$ cat src/hdl/fspa_pkg.sv
// ----------------------------------------------------------------------------
// fspa_pkg
// Shared types and codes for the fixed slot pool allocator.
// ----------------------------------------------------------------------------
package fspa_pkg;

	localparam int ADDR_W = 14;
	localparam int SIZE_W = 13;
	localparam int STAT_W = 2;

	localparam logic CMD_ALLOC = 1'b0;
	localparam logic CMD_FREE  = 1'b1;

	localparam logic [STAT_W-1:0] STAT_OK       = 2'd0;
	localparam logic [STAT_W-1:0] STAT_NO_PAGES = 2'd1;
	localparam logic [STAT_W-1:0] STAT_FULL     = 2'd2;

	localparam logic [SIZE_W-1:0] SLOT_SIZE_RST = 13'd8;

	typedef enum logic [1:0] {
		ST_IDLE,
		ST_POPW,
		ST_CARVE,
		ST_RESULT
	} state_t;

	typedef struct packed {
		logic [ADDR_W-1:0] granted;
		logic [STAT_W-1:0] status;
	} result_t;

endpackage

$ cat src/hdl/fspa_ctrl.sv
// ----------------------------------------------------------------------------
// fspa_ctrl
// Sequencer for the allocator: stack pointer, page carving with one shared
// offset adder, and result staging.
// ----------------------------------------------------------------------------
module fspa_ctrl #(
	parameter int PAGE_BYTES  = 4096,
	parameter int MAX_PAGES   = 4,
	parameter int STACK_DEPTH = 16384
) (
	input  logic                            clk,
	input  logic                            arst_n,
	input  logic                            in_valid,
	output logic                            in_stall,
	input  logic                            command,
	input  logic [fspa_pkg::ADDR_W-1:0]     slot_address,
	input  logic [fspa_pkg::SIZE_W-1:0]     slot_size,
	output logic                            ram_we,
	output logic [$clog2(STACK_DEPTH)-1:0]  ram_waddr,
	output logic [fspa_pkg::ADDR_W-1:0]     ram_wdata,
	output logic                            ram_re,
	output logic [$clog2(STACK_DEPTH)-1:0]  ram_raddr,
	input  logic [fspa_pkg::ADDR_W-1:0]     ram_rdata,
	output logic                            res_valid,
	input  logic                            res_take,
	output fspa_pkg::result_t               res
);

	import fspa_pkg::*;

	localparam int AW     = $clog2(STACK_DEPTH);
	localparam int CNT_W  = $clog2(STACK_DEPTH + 1);
	localparam int PG_W   = $clog2(MAX_PAGES + 1);
	localparam int OFF_W  = (($clog2(PAGE_BYTES) > SIZE_W) ? $clog2(PAGE_BYTES) : SIZE_W) + 2;
	// a slot size at or below this gives more slots per page than the stack holds
	localparam int FULL_LIM = PAGE_BYTES / (STACK_DEPTH + 1);

	localparam logic [CNT_W-1:0]  DEPTH_C   = CNT_W'(STACK_DEPTH);
	localparam logic [PG_W-1:0]   PAGES_C   = PG_W'(MAX_PAGES);
	localparam logic [OFF_W-1:0]  PAGE_LIM  = OFF_W'(PAGE_BYTES);
	localparam logic [OFF_W-1:0]  FULL_C    = OFF_W'(FULL_LIM);
	localparam logic [ADDR_W-1:0] PAGE_STEP = ADDR_W'(PAGE_BYTES);

	state_t            state_q, state_d;
	logic [CNT_W-1:0]  count_q, count_d;
	logic [PG_W-1:0]   pages_q, pages_d;
	logic [ADDR_W-1:0] base_q, base_d;
	logic [OFF_W-1:0]  off_q, off_d;
	result_t           res_q, res_d;

	logic [OFF_W-1:0]  size_ext;
	logic [OFF_W-1:0]  off_nxt;
	logic              carve_last;
	logic [ADDR_W-1:0] carve_addr;
	logic [CNT_W-1:0]  count_m1;

	// a slot size of zero acts as one
	assign size_ext   = (slot_size == '0) ? OFF_W'(1) : OFF_W'(slot_size);
	assign off_nxt    = off_q + size_ext;
	assign carve_last = (off_nxt + size_ext) > PAGE_LIM;
	assign carve_addr = base_q + off_q[ADDR_W-1:0];
	assign count_m1   = count_q - CNT_W'(1);

	assign in_stall  = (state_q != ST_IDLE);
	assign res_valid = (state_q == ST_POPW) || (state_q == ST_RESULT);
	assign res       = (state_q == ST_POPW) ? result_t'{granted: ram_rdata, status: STAT_OK}
	                                        : res_q;

	always_ff @(posedge clk or negedge arst_n) begin
		if (!arst_n) begin
			state_q <= ST_IDLE;
			count_q <= '0;
			pages_q <= '0;
			base_q  <= '0;
		end else begin
			state_q <= state_d;
			count_q <= count_d;
			pages_q <= pages_d;
			base_q  <= base_d;
		end
	end

	always_ff @(posedge clk) begin
		off_q <= off_d;
		res_q <= res_d;
	end

	always_comb begin
		state_d   = state_q;
		count_d   = count_q;
		pages_d   = pages_q;
		base_d    = base_q;
		off_d     = off_q;
		res_d     = res_q;
		ram_we    = 1'b0;
		ram_re    = 1'b0;
		ram_waddr = count_q[AW-1:0];
		ram_wdata = slot_address;
		ram_raddr = count_m1[AW-1:0];

		unique case (state_q)
			ST_IDLE: begin
				if (in_valid) begin
					if (command == CMD_FREE) begin
						if (count_q >= DEPTH_C) begin
							res_d = '{granted: '0, status: STAT_FULL};
						end else begin
							ram_we  = 1'b1;
							count_d = count_q + CNT_W'(1);
							res_d   = '{granted: '0, status: STAT_OK};
						end
						state_d = ST_RESULT;
					end else if (count_q != '0) begin
						ram_re  = 1'b1;
						count_d = count_m1;
						state_d = ST_POPW;
					end else if ((pages_q >= PAGES_C) || (size_ext > PAGE_LIM)) begin
						res_d   = '{granted: '0, status: STAT_NO_PAGES};
						state_d = ST_RESULT;
					end else if (size_ext <= FULL_C) begin
						res_d   = '{granted: '0, status: STAT_FULL};
						state_d = ST_RESULT;
					end else begin
						off_d   = '0;
						state_d = ST_CARVE;
					end
				end
			end
			ST_POPW: begin
				if (res_take) begin
					state_d = ST_IDLE;
				end
			end
			ST_CARVE: begin
				ram_we    = 1'b1;
				ram_wdata = carve_addr;
				if (carve_last) begin
					// top slot goes straight out; its entry is written but not counted
					res_d   = '{granted: carve_addr, status: STAT_OK};
					pages_d = pages_q + PG_W'(1);
					base_d  = base_q + PAGE_STEP;
					state_d = ST_RESULT;
				end else begin
					count_d = count_q + CNT_W'(1);
					off_d   = off_nxt;
				end
			end
			ST_RESULT: begin
				if (res_take) begin
					state_d = ST_IDLE;
				end
			end
			default: begin
				state_d = ST_IDLE;
			end
		endcase
	end

endmodule

$ cat config.mk
export PLATFORM = sky130hd
export DESIGN_NAME = fspa_ctrl
export DESIGN_NICKNAME = d
export VERILOG_FILES = /design/src/hdl/fspa_pkg.sv /design/src/hdl/fspa_ctrl.sv
export SDC_FILE = /design/constraint.sdc
export NUM_CORES = 1
export LEC_CHECK = 0
export BUFFER_PORTS_ARGS = -buffer_cell sky130_fd_sc_hd__buf_2
export CAP_MARGIN = 20
export CORE_UTILIZATION = 35
export DETAILED_ROUTE_END_ITERATION = 6
export GPL_ROUTABILITY_DRIVEN = 0
export GPL_TIMING_DRIVEN = 1
export SLEW_MARGIN = 30
export SYNTH_ARGS = -nofsm -noshare
export SYNTH_HDL_FRONTEND = slang
export SYNTH_SLANG_ARGS = --single-unit
$ cat constraint.sdc
create_clock -name clk -period 5.95 [get_ports clk]
set_input_delay 1.4875 -clock clk [delete_from_list [all_inputs] [get_ports clk]]
set_output_delay 1.4875 -clock clk [all_outputs]
set_load 0.005 [all_outputs]
* After elaboration in Yosys (flattened, before gate mapping)
Index checks and enable logic that the tools add are counted.
** Storage, ports and cells
- Register bits :: 65
- Input port bits :: 46
- Output and inout bits :: 62
- Word-level logic and storage cells :: 87
** Cells by class
- Add/sub/neg operators :: 7
- Order comparisons :: 5
- Equal/unequal tests :: 15
- Multiplexer cells :: 40
- Reductions and logical operators :: 13
** Operators with widths (number)
- $mux 15 :: 11
- $mux 16 :: 7
- $pmux 15 s2 :: 2
- $pmux 16 s2 :: 1
- $add 15x13->15 :: 2
- $add 15x1->15 const B :: 1
- $ge 15x15->1 const B :: 1
- $gt 15x13->1 const B :: 1
- $reduce_bool 15->1 :: 1
- $sub 15x1->15 const B :: 1
- $add 14x13->14 const B :: 1
- $add 14x14->14 :: 1
- $mux 14 :: 1
- $ne 2x2->1 const B :: 7
- $gt 13x13->1 const B :: 1
- $le 13x1->1 const B :: 1
- $logic_not 13->1 :: 1
- $mux 13 :: 1
- $mux 2 :: 6
- $reduce_and 5->1 :: 2
- $mux 1 :: 9
- $ne 3x3->1 const B :: 3
- $reduce_and 7->1 :: 1
- $pmux 2 s3 :: 1
- other kinds (13) :: 16

* Logic depth before layout (Yosys ltp)
- Depth after elaboration :: 9
- Depth in mapped cells :: 24
- Depth with buffers taken out :: 21

* Worst setup path after synthesis
Ideal clock, no wire load.
- Path type :: input to register
- From :: in slot_size[5] in the netlist's numbering
- To :: reg off_q[0], enable pin
- Library setup time :: 0.394 ns
- Arrival time :: 6.257 ns
- Data required time :: 5.556 ns
- Setup slack :: -0.702 ns
- Cell stages on the path :: 23
- Path buffers :: 3
- Path through :: clkbuf_1 > nor4_1 > nand3_1 > o21bai_1 > ha_1 > ha_1 > a211oi_2 > o21ai_0 > nand3_1 > a31oi_1 > xor2_1 > ha_1 > clkbuf_1 > a21o_1 > a21o_1 > a21o_1 > or3_1 > o21ai_0 > nand3_1 > nand3_1 > buf_2 > nand3_1 > a22oi_1
** On the way
- Cells in the longest elaborated chain, start to end :: 7
- Elaborated cells between the ends (all ways) :: 12
- Those cells by class :: add/sub (2); order compare (3); eq/ne (3); mux (1); reduce/logical (3)
** RTL lines
- start: declaration :: RTL line fspa_ctrl.sv:17 : input logic [fspa_pkg::SIZE_W-1:0] slot_size,
- $logic_not 13->1 :: RTL line fspa_ctrl.sv:58 : assign size_ext = (slot_size == '0) ? OFF_W'(1) : OFF_W'(slot_size);
- $mux 13 (*) :: RTL line fspa_ctrl.sv:58
- $add 15x13->15 (*) :: RTL line fspa_ctrl.sv:59 : assign off_nxt = off_q + size_ext;
- named net off_nxt[10] :: RTL line fspa_ctrl.sv:52 : logic [OFF_W-1:0] off_nxt;
- $add 15x13->15 (*) :: RTL line fspa_ctrl.sv:60 : assign carve_last = (off_nxt + size_ext) > PAGE_LIM;
- $gt 15x13->1 (*) :: RTL line fspa_ctrl.sv:60
- $ne 2x2->1 (no source line) (*)
- $reduce_and 7->1 (no source line) (*)
- end signal: assignment :: RTL line fspa_ctrl.sv:84 : off_q <= off_d;
- end: declaration :: RTL line fspa_ctrl.sv:48 : logic [OFF_W-1:0] off_q, off_d;
The timed path passes the listed nets; every way through them passes the cells marked *.
A chain may end at the register's enable or synchronous reset.

* Worst setup path after layout
- From :: in slot_size[10] in the netlist's numbering
- To :: reg off_q[2], enable pin
** On the way
- Cells in the longest elaborated chain, start to end :: 7
- Elaborated cells between the ends (all ways) :: 12
- Those cells by class :: add/sub (2); order compare (3); eq/ne (3); mux (1); reduce/logical (3)
** RTL lines (RTL line)
- $logic_not 13->1 :: fspa_ctrl.sv:58
- $mux 13 :: fspa_ctrl.sv:58
- $add 15x13->15 :: fspa_ctrl.sv:59
- named net off_nxt[2] :: fspa_ctrl.sv:52
- $add 15x13->15 :: fspa_ctrl.sv:60
- $gt 15x13->1 :: fspa_ctrl.sv:60
- $ne 2x2->1 (no source line)
- $reduce_and 7->1 (no source line)
The timed path passes the listed nets, and every way through them passes these cells.

==> run_results.csv <==
group,metric,value,unit
run_status,status,"finished, final reports clean",
routing,detail_route.wl_per_cell,16.79,um
yosys,yosysSeqAreaShare,28.64,%
critical_path,setup.worst_path.start_class,"primary input",
floorplanning,die_height,123.6,um
floorplanning,io_pins,108,
cells_and_area,area_delta_synth_final,29.92,%
yosys,synth_top_area_share,18.00,%
clock_network,clkTransAtPathRegs,0.09,ns
floorplanning,die_area,0.01527,mm^2
critical_path,cp_cell_sequence,"buf_2, nor4_2, nand3_1, o21bai_2, ha_4, ha_4, a21o_1, buf_6, xor2_4, ha_4, a21oi_4, a21oi_2, a22oi_2, o211a_1, or3b_4, a2111oi_4, o2111ai_4, o41ai_4, buf_6, nand3_4, a22oi_2, buf_6, clkbuf_16",
timing,skew,0.01652,ns
power,switching_share,44.15,%
yosys,syn_inst,632,
critical_path,critPathRequiredTime,5.98,ns
floorplanning,start_util,35.72,%
grt,grt-ovfl-total,0,
floorplanning,core-area,0.01448,mm^2
yosys,synth_ff_type,"edfxtp_1",
power,comb_power_share,66.4,%
cells_and_area,nets,835,
power,p_clk_share,11.4,%
cells_and_area,fin_cells,946,
timing,whs,0.4792,ns
floorplanning,rows,44,
routing,wl_met2,7175,um
power,seq_power_share,22.1,%
timing,worst_pin_slew,0.7653,ns
critical_path,worst-endpoint-arrival,5.86,ns
clock_network,insertion_delay,0.31,ns
yosys,synthTopCellsByArea,"edfxtp_1 18%, dfrtp_1 11%, ha_1 6.8%",
cells_and_area,layout_common_cells,"104 x buf_2, 71 x buf_4, 53 x nor2_1, 50 x nand2_1, 39 x a21oi_1",
routing,wl_met3,1116,um
power,leakagePower,2.923,nW
routing,drc,0,
clock_network,ctsHoldBuffers,0,
grt,antenna_found_initial,0,
yosys,synth_edf_count,31,
critical_path,r2r_setup_slack,1.17,ns
placed_design,dp_cells,928,
timing,fin_crit_sh,97.95,%
critical_path,cpLargestDelayFamily,"compound AO/OA/AOI/OAI gates",
power,intPower,1.525,mW
placed_design,place_area,0.006200,mm^2
yosys,synth_cell_types,70,
timing,worst_slack,0.1222,ns
routing,first_iter_violations,400,
power,ir_worst_vdd,0.1400,mV
grt,first_global_vias,4768,
cells_and_area,stdcell_area,0.006720,mm^2
cells_and_area,mostFrequentLayoutCell,"buf_2",
routing,met1_length,7229,um
clock_network,cts_sinks,53,
cells_and_area,fin_util,46.41,%
routing,routed_via_density,5.599,
clock_network,cts-buffers-inserted,5,
cells_and_area,fillers,1397,
critical_path,cp_slowest_stage_delay,0.44,ns
grt,grt_pass1_wl,23990,um
power,p_per_area,406.4,mW/mm^2
clock_network,clk_path_buf_depth,2,
yosys,syn_nets,706,
placed_design,numPortBuffers,107,
yosys,synth_area,0.005172,mm^2
timing,hold_viol_final,0,
grt,grt_max_degree,28,
routing,drt-total-wl,15890,um
placed_design,dp_slack,-0.3879,ns
placed_design,dp_hpwl,11980,um
critical_path,cp_slowest_cell,"a2111oi_4",
timing,maxSlewHeadroom,48.51,%
yosys,yosysTopAreaCell,"edfxtp_1",
timing,maxSlewViolCount,0,
cells_and_area,num_antenna_cells,0,
clock_network,htree_num_levels,2,
timing,period_minus_slack,5.828,ns
routing,routed.top_layer,"met4",
timing,setup_viol,0,
grt,grtUsageTotal,20.16,%
critical_path,cp-end-kind,"flop",
cells_and_area,layout-drive-gt1-share,33.99,%
routing,first_pass_iters,5,
routing,antenna_left,0,
clock_network,cts-root-buf,"clkbuf_16",
yosys,synthArstFlopShare,41.51,%
clock_network,tritoncts,"done",
yosys,yosys_warnings,0,
critical_path,path_class,"in -> reg",
yosys,syn-mean-instance-area,8.184,um^2
yosys,synth-seq-cells,53,
critical_path,critPathBufInv,5,
critical_path,worst-path-max-fanout,7,
worst_hold_path,hold_class,"reg -> reg",
floorplanning,die_x,123.6,um
timing,fmax,0.1716,GHz
flow_run,drv_cap,0,
routing,vias,5297,
power,netSwitchingPower,1.206,mW
## power groups by stage
| stage | Clock (mW) | Sequential [mW] | Combinational, mW |
|---|---|---|---|
| after floorplan | 0 | 0.554 | 1.10 |
| after global placement | 0 | 0.605 | 1.56 |
| after detailed placement | 0 | 0.609 | 1.60 |
| after CTS | 0.318 | 0.604 | 1.63 |
| after global routing | 0.330 | 0.619 | 1.98 |
| final | 0.312 | 0.605 | 1.81 |
## worst reg2reg max path: cells and delay by family (launching register included)
| kind | cells | cell delay [ns] |
|---|---|---|
| AND/OR/NAND/NOR | 2 | 0.49 |
| adder cells (fa/ha/maj) | 2 | 0.53 |
| AO/OA/AOI/OAI | 9 | 1.89 |
| buffers and inverters | 4 | 0.61 |
| flip-flops | 1 | 0.57 |
| XOR/XNOR | 2 | 0.41 |
## worst paths after layout
kind                               start     endpoint  cells past startpoint
min in group asynchronous         arst_n  count_q[11]                      1
max in group asynchronous         arst_n   pages_q[2]                      1
max                        slot_size[10]     off_q[2]                     23
min reg2reg                   pages_q[2]   pages_q[2]                      1
max reg2reg                     off_q[1]     off_q[2]                     19
min                           pages_q[2]   pages_q[2]                      1
## cell usage after synthesis, types with 3 or more instances
library cell  count
nor2_1           53
nand2_1          51
a21oi_1          45
clkbuf_1         33
edfxtp_1         31
ha_1             28
inv_1            27
nor3_1           26
o21ai_0          26
a21o_1           23
dfrtp_1          22
nand3_1          21
and2_1           20
xnor2_1          20
xor2_1           20
buf_4            16
mux2_2           14
nor2b_1          13
o211ai_1         10
a31oi_1           9
and3_1            8
nand4_1           8
o221ai_1          8
nand2b_1          7
nor4_1            7
a211oi_1          6
buf_2             6
o21a_1            6
or3_1             6
mux2i_1           4
a41oi_1           3
buf_1             3
buf_6             3
o211a_1           3
o311ai_0          3
## per-stage QoR
step	TNS, ns	power (mW)
2_1_floorplan	-0.7036	1.650
3_5_place_dp	-12.46	2.211
3_3_place_gp	-6.870	2.170
4_1_cts	0	2.549
5_1_grt	-1.269	2.932
6_report	0	2.731
## timing repair
action | CTS | global route
gates resized for setup | 4 | 45
gates cloned | 0 | 1
pin swaps | 1 | 27
endpoints found under the setup margin | 11 | 52
buffers inserted | 0 | 9
## metal layers
metal	global-route usage, %	vias up
met5	0	-
met2	31.18	229
li1	-	2540
met1	28.39	2503
met4	7.003	0
met3	3.090	25
## cell families after synthesis
kind of cell	Yosys count	share of synthesized area [%]
and+or+nand+nor	231	22.16
AOI/OAI and AO/OA	171	23.00
buffers and inverters	88	8.128
DFF	53	28.64
xor gates and xnor gates	40	6.773
adders and majority gates	30	7.184
muxes	19	4.112
## registers in the layout, summed over array words and instances (netlist names)
| name | count |
|---|---|
| res_q | 16 |
| count_q | 15 |
| off_q | 15 |
| pages_q | 3 |
| base_q | 2 |
| state_q | 2 |
## layout make-up
cell class / count / area [um^2] / share of cell area, %
timing repair buffer: 183 / 1166 / 17.35
clock inverter: 3 / 33.78 / 0.5027
sequential: 53 / 1481 / 22.04
multi-input combinational: 491 / 3582 / 53.30
clock buffer: 5 / 125.1 / 1.862
inverter: 27 / 101.3 / 1.508
tap: 184 / 230.2 / 3.426
Power figures use the tool's default switching activity.
